===== config.mk =====
export PLATFORM = sky130hd
export DESIGN_NAME = yaw_complementary_fusion
export DESIGN_NICKNAME = d
export VERILOG_FILES = /design/src/sv/ycf_pkg.sv /design/src/sv/ycf_regs.sv /design/src/sv/ycf_core.sv /design/src/sv/yaw_complementary_fusion.sv
export SDC_FILE = /design/constraint.sdc
export NUM_CORES = 1
export LEC_CHECK = 0
export ABC_CLOCK_PERIOD_IN_PS = 13900
export BUFFER_PORTS_ARGS = -buffer_cell sky130_fd_sc_hd__buf_2
export CORE_MARGIN = 10
export CORE_UTILIZATION = 45
export DETAILED_ROUTE_END_ITERATION = 12
export PLACE_DENSITY_LB_ADDON = 0.08
export SYNTH_ARGS = -nofsm -noshare
export SYNTH_HDL_FRONTEND = slang
export SYNTH_SLANG_ARGS = --single-unit
export TNS_END_PERCENT = 1

===== constraint.sdc =====
create_clock -name clk -period 13.9 [get_ports clk]
set_clock_uncertainty 0.2 [all_clocks]
set_input_delay 2.78 -clock clk [delete_from_list [all_inputs] [get_ports clk]]
set_output_delay 2.78 -clock clk [all_outputs]
set_load 0.01 [all_outputs]

===== src/sv/ycf_pkg.sv =====
package ycf_pkg;

  localparam int ANG_PI     = 25736;
  localparam int ANG_TWO_PI = 51472;

  localparam int CFG_AW = 5;
  localparam int CFG_DW = 32;

  localparam logic [2:0] REG_PASS_THROUGH = 3'd0;
  localparam logic [2:0] REG_GAIN_STILL   = 3'd1;
  localparam logic [2:0] REG_GAIN_MOVING  = 3'd2;
  localparam logic [2:0] REG_STILL_RATE   = 3'd3;
  localparam logic [2:0] REG_SNAP_LIMIT   = 3'd4;
  localparam logic [2:0] REG_RECHECK      = 3'd5;
  localparam logic [2:0] REG_HOLD_TIME    = 3'd6;

  localparam logic [15:0] RST_GAIN_STILL   = 16'd655;
  localparam logic [15:0] RST_GAIN_MOVING  = 16'd328;
  localparam logic [14:0] RST_STILL_RATE   = 15'd410;
  localparam logic [14:0] RST_SNAP_LIMIT   = 15'd2859;
  localparam logic [14:0] RST_RECHECK      = 15'd715;
  localparam logic [31:0] RST_HOLD_TIME    = 32'd1000000;

  typedef struct packed {
    logic        pass_through_mode;
    logic [15:0] gain_still;
    logic [15:0] gain_moving;
    logic [14:0] still_rate_limit;
    logic [14:0] snap_limit;
    logic [14:0] recheck_limit;
    logic [31:0] hold_time_us;
  } cfg_t;

  typedef struct packed {
    logic signed [15:0] radar_heading;
    logic signed [15:0] gyro_yaw;
    logic signed [15:0] gyro_rate;
    logic        [31:0] now_us;
  } in_word_t;

  typedef struct packed {
    logic               write_yaw;
    logic signed [15:0] new_yaw;
  } out_word_t;

endpackage


===== src/sv/ycf_regs.sv =====
module ycf_regs (
  input  logic                       clk,
  input  logic                       rst,
  input  logic                       psel,
  input  logic                       penable,
  input  logic                       pwrite,
  input  logic [ycf_pkg::CFG_AW-1:0] paddr,
  input  logic [ycf_pkg::CFG_DW-1:0] pwdata,
  output logic [ycf_pkg::CFG_DW-1:0] prdata,
  output logic                       pready,
  output ycf_pkg::cfg_t              cfg
);
  import ycf_pkg::*;

  logic [2:0] reg_idx;
  logic       wr_en;

  assign reg_idx = paddr[CFG_AW-1:2];
  assign wr_en   = psel && penable && pwrite;
  assign pready  = 1'b1;

  always_ff @(posedge clk) begin
    if (rst) begin
      cfg.pass_through_mode <= 1'b0;
      cfg.gain_still        <= RST_GAIN_STILL;
      cfg.gain_moving       <= RST_GAIN_MOVING;
      cfg.still_rate_limit  <= RST_STILL_RATE;
      cfg.snap_limit        <= RST_SNAP_LIMIT;
      cfg.recheck_limit     <= RST_RECHECK;
      cfg.hold_time_us      <= RST_HOLD_TIME;
    end else if (wr_en) begin
      case (reg_idx)
        REG_PASS_THROUGH: cfg.pass_through_mode <= pwdata[0];
        REG_GAIN_STILL:   cfg.gain_still        <= pwdata[15:0];
        REG_GAIN_MOVING:  cfg.gain_moving       <= pwdata[15:0];
        REG_STILL_RATE:   cfg.still_rate_limit  <= pwdata[14:0];
        REG_SNAP_LIMIT:   cfg.snap_limit        <= pwdata[14:0];
        REG_RECHECK:      cfg.recheck_limit     <= pwdata[14:0];
        REG_HOLD_TIME:    cfg.hold_time_us      <= pwdata[31:0];
        default: ;
      endcase
    end
  end

  always_comb begin
    case (reg_idx)
      REG_PASS_THROUGH: prdata = {31'd0, cfg.pass_through_mode};
      REG_GAIN_STILL:   prdata = {16'd0, cfg.gain_still};
      REG_GAIN_MOVING:  prdata = {16'd0, cfg.gain_moving};
      REG_STILL_RATE:   prdata = {17'd0, cfg.still_rate_limit};
      REG_SNAP_LIMIT:   prdata = {17'd0, cfg.snap_limit};
      REG_RECHECK:      prdata = {17'd0, cfg.recheck_limit};
      REG_HOLD_TIME:    prdata = cfg.hold_time_us;
      default:          prdata = '0;
    endcase
  end

endmodule


===== src/sv/ycf_core.sv =====
module ycf_core (
  input  logic               clk,
  input  logic               rst,
  input  ycf_pkg::cfg_t      cfg,
  input  logic               in_valid,
  output logic               in_stall,
  input  ycf_pkg::in_word_t  in_data,
  output logic               out_valid,
  input  logic               out_stall,
  output ycf_pkg::out_word_t out_data
);
  import ycf_pkg::*;

  localparam logic signed [17:0] PI_Q     = 18'(ANG_PI);
  localparam logic signed [17:0] TWO_PI_Q = 18'(ANG_TWO_PI);

  function automatic logic signed [17:0] wrap_once(input logic signed [17:0] a);
    logic signed [17:0] r;
    r = a;
    if (a > PI_Q) begin
      r = a - TWO_PI_Q;
    end else if (a < -PI_Q) begin
      r = a + TWO_PI_Q;
    end
    return r;
  endfunction

  in_word_t in_q;
  logic     in_full;
  logic     en;
  logic     proc;

  logic              started, started_next;
  logic [15:0]       prev_radar, prev_radar_next;
  logic              recheck_pending, recheck_pending_next;
  logic [31:0]       recheck_start_us, recheck_start_us_next;

  logic signed [17:0] radar_x, gyro_x, err, err_abs, delta, yaw_sum, yaw_wrap;
  logic signed [16:0] rate_x, rate_abs;
  logic [14:0]        mag;
  logic [15:0]        gain;
  logic [30:0]        prod;
  logic               still;
  logic               arm;
  logic [31:0]        start_eff;
  logic [31:0]        elapsed;
  out_word_t          result;

  assign en       = !out_valid || !out_stall;
  assign proc     = in_full && en;
  assign in_stall = in_full && !en;

  always_ff @(posedge clk) begin
    if (rst) begin
      in_full <= 1'b0;
    end else if (in_valid && !in_stall) begin
      in_full <= 1'b1;
    end else if (proc) begin
      in_full <= 1'b0;
    end
  end

  always_ff @(posedge clk) begin
    if (in_valid && !in_stall) begin
      in_q <= in_data;
    end
  end

  always_comb begin
    radar_x  = 18'(in_q.radar_heading);
    gyro_x   = 18'(in_q.gyro_yaw);
    rate_x   = 17'(in_q.gyro_rate);
    rate_abs = (rate_x < 0) ? -rate_x : rate_x;
    still    = rate_abs < $signed({2'b00, cfg.still_rate_limit});
    gain     = still ? cfg.gain_still : cfg.gain_moving;
    err      = wrap_once(radar_x - gyro_x);
    err_abs  = (err < 0) ? -err : err;
    mag      = err_abs[14:0];
    prod     = 31'(gain) * 31'(mag);
    delta    = (err < 0) ? -$signed({3'b000, prod[30:16]}) : $signed({3'b000, prod[30:16]});
    yaw_sum  = gyro_x + delta;
    yaw_wrap = wrap_once(yaw_sum);
    arm       = !recheck_pending && (mag > cfg.recheck_limit) && still;
    start_eff = arm ? in_q.now_us : recheck_start_us;
    elapsed   = in_q.now_us - start_eff;
  end

  always_comb begin
    started_next          = started;
    prev_radar_next       = prev_radar;
    recheck_pending_next  = recheck_pending;
    recheck_start_us_next = recheck_start_us;
    result.write_yaw      = 1'b0;
    result.new_yaw        = '0;
    if (cfg.pass_through_mode) begin
      result.write_yaw = 1'b1;
      result.new_yaw   = in_q.radar_heading;
      started_next     = 1'b0;
    end else if (!started) begin
      result.write_yaw = 1'b1;
      result.new_yaw   = in_q.radar_heading;
      started_next     = 1'b1;
    end else if (in_q.radar_heading != prev_radar) begin
      prev_radar_next  = in_q.radar_heading;
      result.write_yaw = 1'b1;
      result.new_yaw   = yaw_wrap[15:0];
      if (mag > cfg.snap_limit) begin
        result.new_yaw = in_q.radar_heading;
      end
      if (arm) begin
        recheck_pending_next  = 1'b1;
        recheck_start_us_next = in_q.now_us;
      end
      if ((recheck_pending || arm) && (elapsed > cfg.hold_time_us)) begin
        if ((mag > cfg.recheck_limit) && still) begin
          result.new_yaw = in_q.radar_heading;
        end
        recheck_pending_next = 1'b0;
      end
    end
  end

  always_ff @(posedge clk) begin
    if (rst) begin
      started          <= 1'b0;
      prev_radar       <= '0;
      recheck_pending  <= 1'b0;
      recheck_start_us <= '0;
    end else if (proc) begin
      started          <= started_next;
      prev_radar       <= prev_radar_next;
      recheck_pending  <= recheck_pending_next;
      recheck_start_us <= recheck_start_us_next;
    end
  end

  always_ff @(posedge clk) begin
    if (rst) begin
      out_valid <= 1'b0;
    end else if (en) begin
      out_valid <= in_full;
    end
  end

  always_ff @(posedge clk) begin
    if (proc) begin
      out_data <= result;
    end
  end

  assert property (@(posedge clk) disable iff (rst)
    in_stall |-> (in_full && out_valid && out_stall))
    else $error("input stalled without a blocked result");

  assert property (@(posedge clk) disable iff (rst)
    $rose(out_valid) |-> $past(proc))
    else $error("result appeared without a processed word");

  assert property (@(posedge clk) disable iff (rst)
    (proc && cfg.pass_through_mode) |=> !started)
    else $error("pass-through left the filter started");

  assert property (@(posedge clk) disable iff (rst)
    $rose(recheck_pending) |-> ($past(proc) && $past(arm)))
    else $error("hold timer armed outside a fused word");

  assert property (@(posedge clk) disable iff (rst)
    (out_valid && !out_data.write_yaw) |-> (out_data.new_yaw == 16'sd0))
    else $error("heading nonzero on a result without write");

endmodule


===== src/sv/yaw_complementary_fusion.sv =====
// Heading correction by complementary fusion of a radar yaw into a gyro yaw. Each input word
// carries the radar yaw, gyro yaw, gyro rate and a microsecond timestamp, and yields one result
// word that says whether to overwrite the gyro yaw and with which heading. The block takes one
// word per cycle unless the output stalls, holding each word in the input register and its result
// word in the result register; the single compute path between them runs through the gain multiplier
// and the heading wrap into the result register, with the filter state updated as each word leaves
// the input register. Configuration registers sit on an APB-style port at byte addresses 4*i and
// are to be written while no word is in flight.
module yaw_complementary_fusion (
  input  logic                       clk,
  input  logic                       rst,
  input  logic                       psel,
  input  logic                       penable,
  input  logic                       pwrite,
  input  logic [ycf_pkg::CFG_AW-1:0] paddr,
  input  logic [ycf_pkg::CFG_DW-1:0] pwdata,
  output logic [ycf_pkg::CFG_DW-1:0] prdata,
  output logic                       pready,
  input  logic                       in_valid,
  output logic                       in_stall,
  input  ycf_pkg::in_word_t          in_data,
  output logic                       out_valid,
  input  logic                       out_stall,
  output ycf_pkg::out_word_t         out_data
);
  import ycf_pkg::*;

  cfg_t cfg;

  ycf_regs u_regs (
    .clk     (clk),
    .rst     (rst),
    .psel    (psel),
    .penable (penable),
    .pwrite  (pwrite),
    .paddr   (paddr),
    .pwdata  (pwdata),
    .prdata  (prdata),
    .pready  (pready),
    .cfg     (cfg)
  );

  ycf_core u_core (
    .clk       (clk),
    .rst       (rst),
    .cfg       (cfg),
    .in_valid  (in_valid),
    .in_stall  (in_stall),
    .in_data   (in_data),
    .out_valid (out_valid),
    .out_stall (out_stall),
    .out_data  (out_data)
  );

endmodule


==> impl_metrics.toml, run 1 <==
[grt]
grt_pass1_vias = 22600
grt_overflow_total = 0
antenna_found_initial = 1
grt_max_degree = 107
grt_pass1_wl_microns = 121900
grt_usage = 0.2368

[outcome]
status = "complete, but fails checks"
violations = "setup timing"

[layout]
seq_area_sq_um = 6156
syn_to_final_growth_pct = 23.15
finalNonFillerCells = 4118
drive_above_1_share = 0.2200
multi_input_area_sq_um = 17470
final_nets = 3937
antenna_cells = 0
fillCellCount = 5075

[route]
drc = 0
drt_iter0_markers = 1306
ant_nets = 0
postRouteWirelength_microns = 76880
wire_per_inst_microns = 18.67
first_pass_iters = 6
viasPerCell = 5.404
vias = 22250

[logic_synthesis]
yosysSeqAreaShare = 0.2476
avgSynthCellArea_sq_um = 8.550
async_flop_share = 0
synth_flop_cell = "dfxtp_1"
syn_nets = 3456
synth_edf_count = 97
ys_warn_count = 0
synthesis.area_sq_um = 24860
ys_ff_latch = 259
syn_inst = 2908
ys_types = 97
synth_area_leaders = "fa_1 (15%), dfxtp_1 (13%), ha_1 (12%), edfxtp_1 (12%), nand2_1 (6.2%)"
synth_top_area_frac = 0.1465
yosysTopAreaCell = "fa_1"

[min_path]
min_to = "u_regs.cfg[59]$_SDFFE_PP0P_"
hp-start = "u_regs.cfg[59]$_SDFFE_PP0P_"
hold_class = "reg2reg"
holdPathStages = 2

[setup_path]
endpoint_kind = "flip-flop"
start_kind = "flip-flop"
r2r_slack_ns = -0.11
slowest_delay_ns = 0.55
worst-path-buf-inv = 12
critPathTopFamily = "compound AO/OA/AOI/OAI gates"
reg2reg_to = "u_core.out_data[5]$_DFFE_PP_"
r2r_cells = 62
crit-reg2reg-launch = "u_core.in_q[64]$_DFFE_PP_"
cp_slowest_cell = "fa_1"
critPathArrivalTime_ns = 14.15
path_class = "reg2reg"
crit_path_max_fanout = 5
cp.required_ns = 14.04

[floorplan]
ios = 176
rows = 86
fp.dieW_microns = 255.1
core_area_sq_um = 54880
start_util = 0.4531
dieArea_sq_um = 65060
die_h_microns = 255.1

[cts]
clk_latency_ns = 0.59
htreeDepth = 1
cts_root_buf = "clkbuf_16"
cts_sinks = 259
clk_pin_slew_ns = 0.07
cts_tree = "done"
cts_hold_buf = 0
cts_buffer_depth = 3
numCtsBuffers = 31

[timing]
hold_viol_final = 0
fmax_mhz = 71.37
whs_ns = 0.2591
grt_setup_unrepaired = "true"
min_period_over_period = 1.008
relSlewSlack = 0.2341
setup_ws_ns = -0.1109
fin_setup_tns_ns = -0.5063
finalCriticalPeriod_ns = 14.01
max_slew.worst_pin.slew_ns = 1.149
setup_viol = 8
slew_violations = 0

[place]
numPortBuffers = 172
dpl.hpwl_microns = 61570
detailedPlace.worstSlack_ns = -0.9411
routabilityCongestion = 0.9190
dp_cells = 4023

[run]
cap_violations = 0
[placed cells by master, fill, tap and decap left out, drive strengths merged, types with 30 or more instances in the layout]
cell,count
dfxtp,162
nor2,271
ha,242
a211o,31
a21oi,202
and2,30
nand2b,32
mux2i,65
clkbuf,45
edfxtp,97
nand2,409
and3,33
nor2b,36
o21ai,101
a211oi,44
inv,363
nand4,31
fa,182
a21o,42
xor2,35
buf,550
xnor2,106
nand3,30
[state kept, by name (all words and copies together) (netlist names)]
name / count
u_core.started: 1
u_core.recheck_start_us: 32
u_core.out_valid: 1
u_core.prev_radar: 16
u_core.recheck_pending: 1
u_core.in_q: 64
u_core.in_full: 1
u_core.out_data: 17
u_core.gyro_x: 16
u_regs.cfg: 110
[worst min-delay path: stages (launching register included)]
cell and delay [ns]:
dfxtp_1 0.31, nand2_1 0.05, a21oi_1 0.05
[cell type report]
cell class / instances / area share
clock inverters: 13 / 0.004168
multi-input cells: 2184 / 0.5705
clock buffers: 45 / 0.02848
inverters: 363 / 0.04462
repair buffers: 550 / 0.1225
flip-flops and latches: 259 / 0.2010
well taps: 704 / 0.02877
[what timing repair did]
item | CTS | global route
pin swaps | 55 | 46
setup endpoints to repair | 13 | 16
setup buffers | 27 | 9
gates resized for setup | 62 | 53
cloned | 1 | 0
[cell families (layout without fill, tap and decap cells)]
group	count (synthesis)	after routing	share of synthesized area
multiplexers	94	94	0.03990
flip-flops	259	259	0.2476
AND/OR/NAND/NOR	958	958	0.1724
other	1	1	0.0001508
AO/OA/AOI/OAI	565	566	0.1501
XOR/XNOR	141	141	0.05073
buffers and inverters	466	971	0.07090
adder cells (fa/ha/maj)	424	424	0.2683
[metal layers]
metal  up-vias  share of wire  GRT usage
li1      10760              -          -
met1     10740           0.43     0.3057
met2       624           0.47     0.3960
met3       123          0.062    0.03878
met4         2          0.035    0.08160
met5         -        0.00017          0
[worst max path at each step]
stage | depth (start not counted) | endpoint | slack [ns] | from
3_5_place_dp | 62 | u_core.out_data[5]$_DFFE_PP_ | -0.94 | u_core.gyro_x[2]$_DFFE_PP_
2_1_floorplan | 64 | u_core.out_data[5]$_DFFE_PP_ | -0.003 | u_core.in_q[64]$_DFFE_PP_
5_1_grt | 67 | u_core.out_data[8]$_DFFE_PP_ | -0.81 | u_core.in_q[64]$_DFFE_PP_
6_report | 62 | u_core.out_data[5]$_DFFE_PP_ | -0.11 | u_core.in_q[64]$_DFFE_PP_
4_1_cts | 63 | u_core.out_data[5]$_DFFE_PP_ | 0.007 | u_core.in_q[64]$_DFFE_PP_
3_3_place_gp | 65 | u_core.out_data[5]$_DFFE_PP_ | -0.75 | u_core.in_q[64]$_DFFE_PP_
[stage by stage]
step                instance area [sq um]  utilization
global route                        30620       0.5580
global placement                    28900       0.5266
finish                              30620       0.5580
CTS                                 30330       0.5527
detailed placement                  28900       0.5266
floorplan                           24930            -
[synth_stat cells (44+ instances only)]
| library cell | count |
|---|---|
| nor2_1 | 270 |
| nand2_1 | 408 |
| o21ai_0 | 90 |
| inv_1 | 359 |
| a21oi_1 | 201 |
| a211oi_1 | 44 |
| ha_1 | 242 |
| mux2i_1 | 65 |
| fa_1 | 182 |
| xnor2_1 | 105 |
| clkbuf_1 | 91 |
| edfxtp_1 | 97 |
| dfxtp_1 | 162 |
Power of run 1 is left out: the tool's default activity adds up to more than one toggle a clock period on the data nets, which glitch-free logic cannot reach.
==> inputs of run 2 (changes only) <==
--- a/config.mk
+++ b/config.mk
@@ -7,8 +7,11 @@
 export LEC_CHECK = 0
 export ABC_CLOCK_PERIOD_IN_PS = 13900
 export BUFFER_PORTS_ARGS = -buffer_cell sky130_fd_sc_hd__buf_2
+export CELL_PAD_IN_SITES_DETAIL_PLACEMENT = 1
+export CELL_PAD_IN_SITES_GLOBAL_PLACEMENT = 2
+export CORE_ASPECT_RATIO = 0.5
 export CORE_MARGIN = 10
-export CORE_UTILIZATION = 45
+export CORE_UTILIZATION = 35
 export DETAILED_ROUTE_END_ITERATION = 12
 export PLACE_DENSITY_LB_ADDON = 0.08
 export SYNTH_ARGS = -nofsm -noshare
==> run 2 against run 1 <==
The flow now finishes without violations. Core utilization fell by 10 points. Maximum frequency increased by 0.84%. Setup slack better by 0.12 ns. Die area increased by 27%.
==> impl_metrics.toml, run 2 (synthesis gave the netlist of run 1 again) <==
[setup_path]
cp_slowest_cell = "fa_1"
start_kind = "flip-flop"
crit_path_max_fanout = 8
slowest_delay_ns = 0.57
cp.required_ns = 14.04
path_class = "reg2reg"
r2r_slack_ns = 0.005
critPathArrivalTime_ns = 14.03
endpoint_kind = "flip-flop"

[timing]
relSlewSlack = 0.2991
fmax_mhz = 71.97
hold_viol_final = 0
slew_violations = 0
max_slew.worst_pin.slew_ns = 1.049
finalCriticalPeriod_ns = 13.89
min_period_over_period = 0.9996
setup_viol = 0
grt_setup_unrepaired = "true"
whs_ns = 0.2591

[floorplan]
fp.dieW_microns = 396.9
core_area_sq_um = 69680
ios = 176
die_h_microns = 208.5
rows = 68
dieArea_sq_um = 82750
start_util = 0.3568

[outcome]
status = "completed"

[place]
dpl.hpwl_microns = 71540
numPortBuffers = 172
routabilityCongestion = 0.8316

[grt]
grt_max_degree = 76
grt_usage = 0.2091
grt_pass1_vias = 23810
antenna_found_initial = 2
grt_pass1_wl_microns = 138200
grt_overflow_total = 0

[route]
wire_per_inst_microns = 20.14
drc = 0
viasPerCell = 5.092
postRouteWirelength_microns = 88970
first_pass_iters = 4
drt_iter0_markers = 1183
vias = 22490
ant_nets = 0

[run]
cap_violations = 0

[cts]
cts_root_buf = "clkbuf_16"
htreeDepth = 1
cts_sinks = 259
numCtsBuffers = 29
cts_tree = "done"
clk_latency_ns = 0.59
cts_buffer_depth = 3
clk_pin_slew_ns = 0.06

[min_path]
hold_class = "reg2reg"

[layout]
drive_above_1_share = 0.2383
largest_reg_flops = 110
mostFrequentLayoutCell = "buf_4"
largest-register = "u_regs.cfg"
layout_common_cells = "buf_4 (421), nand2_1 (404), inv_1 (356)"
largest_registers = "u_regs.cfg x110, u_core.in_q x64, u_core.recheck_start_us x32"
final_nets = 3995
syn_to_final_growth_pct = 27.14
run 2: changes by cell type in the layout (fill, tap and decap cells not counted), moves of 5 or more:
cell,change
buf_12,+5
buf_4,+48
buf_6,+6
clkinv_1,+8
clkinv_2,-7
ha_1,-7
ha_4,+5
run 2: stage by stage:
stage / area, sq um / setup TNS, ns / std cells / setup WS, ns / utilization
2_1_floorplan: 24930 / -0.002803 / 2908 / -0.002803 / -
3_3_place_gp: 29600 / -9.665 / 4309 / -0.9704 / 0.4247
3_5_place_dp: 29600 / -13.82 / 4309 / -1.305 / 0.4247
4_1_cts: 31410 / 0 / 4412 / 0.03022 / 0.4507
5_1_grt: 31610 / -9.936 / 4416 / -0.8492 / 0.4536
6_report: 31610 / 0 / 4417 / 0.005127 / 0.4537
run 2: area by class of cell:
class                           count  area [sq um]
Antenna cell                        2         5.005
Fill cell                        8225         38070
Timing Repair Buffer              610          4310
Multi-Input combinational cell   2184         17660
Clock buffer                       38         779.5
Clock inverter                     16         151.4
Sequential cell                   259          6156
Inverter                          363          1366
Tap cell                          945          1182
run 2: layer usage:
layer | vias to the layer above | part of all wire | global-route usage
li1 | 10890 | - | -
met1 | 11200 | 0.48 | 0.2962
met5 | - | 0 | 0
met4 | 0 | 0.017 | 0.03393
met2 | 335 | 0.46 | 0.3436
met3 | 69 | 0.040 | 0.02405
run 2: final timing paths:
check	endpoint	from	depth (start not counted)
max	u_core.out_data[5]$_DFFE_PP_	u_core.in_q[64]$_DFFE_PP_	64
min	u_regs.cfg[53]$_SDFFE_PP0P_	u_regs.cfg[53]$_SDFFE_PP0P_	2
min reg2reg	u_regs.cfg[53]$_SDFFE_PP0P_	u_regs.cfg[53]$_SDFFE_PP0P_	2
max reg2reg	u_core.out_data[5]$_DFFE_PP_	u_core.in_q[64]$_DFFE_PP_	64
run 2: critical path, delay by kind of cell (launching register included):
| kind | cells | cell delay [ns] |
|---|---|---|
| buf+inv | 10 | 1.06 |
| xor+xnor | 5 | 0.78 |
| fa+ha+maj | 11 | 4.36 |
| compound gates | 23 | 4.52 |
| simple gates | 15 | 2.23 |
| flops | 1 | 0.49 |
run 2: repair_timing:
| action | 4_1_cts | 5_1_grt |
|---|---|---|
| resized for setup | 114 | 38 |
| hold buffers | 0 | 0 |
| cloned | 1 | 0 |
| endpoints found under the setup margin | 16 | 16 |
| pin swaps | 98 | 19 |
| buffers inserted | 49 | 3 |
Power of run 2 is left out for the same reason.
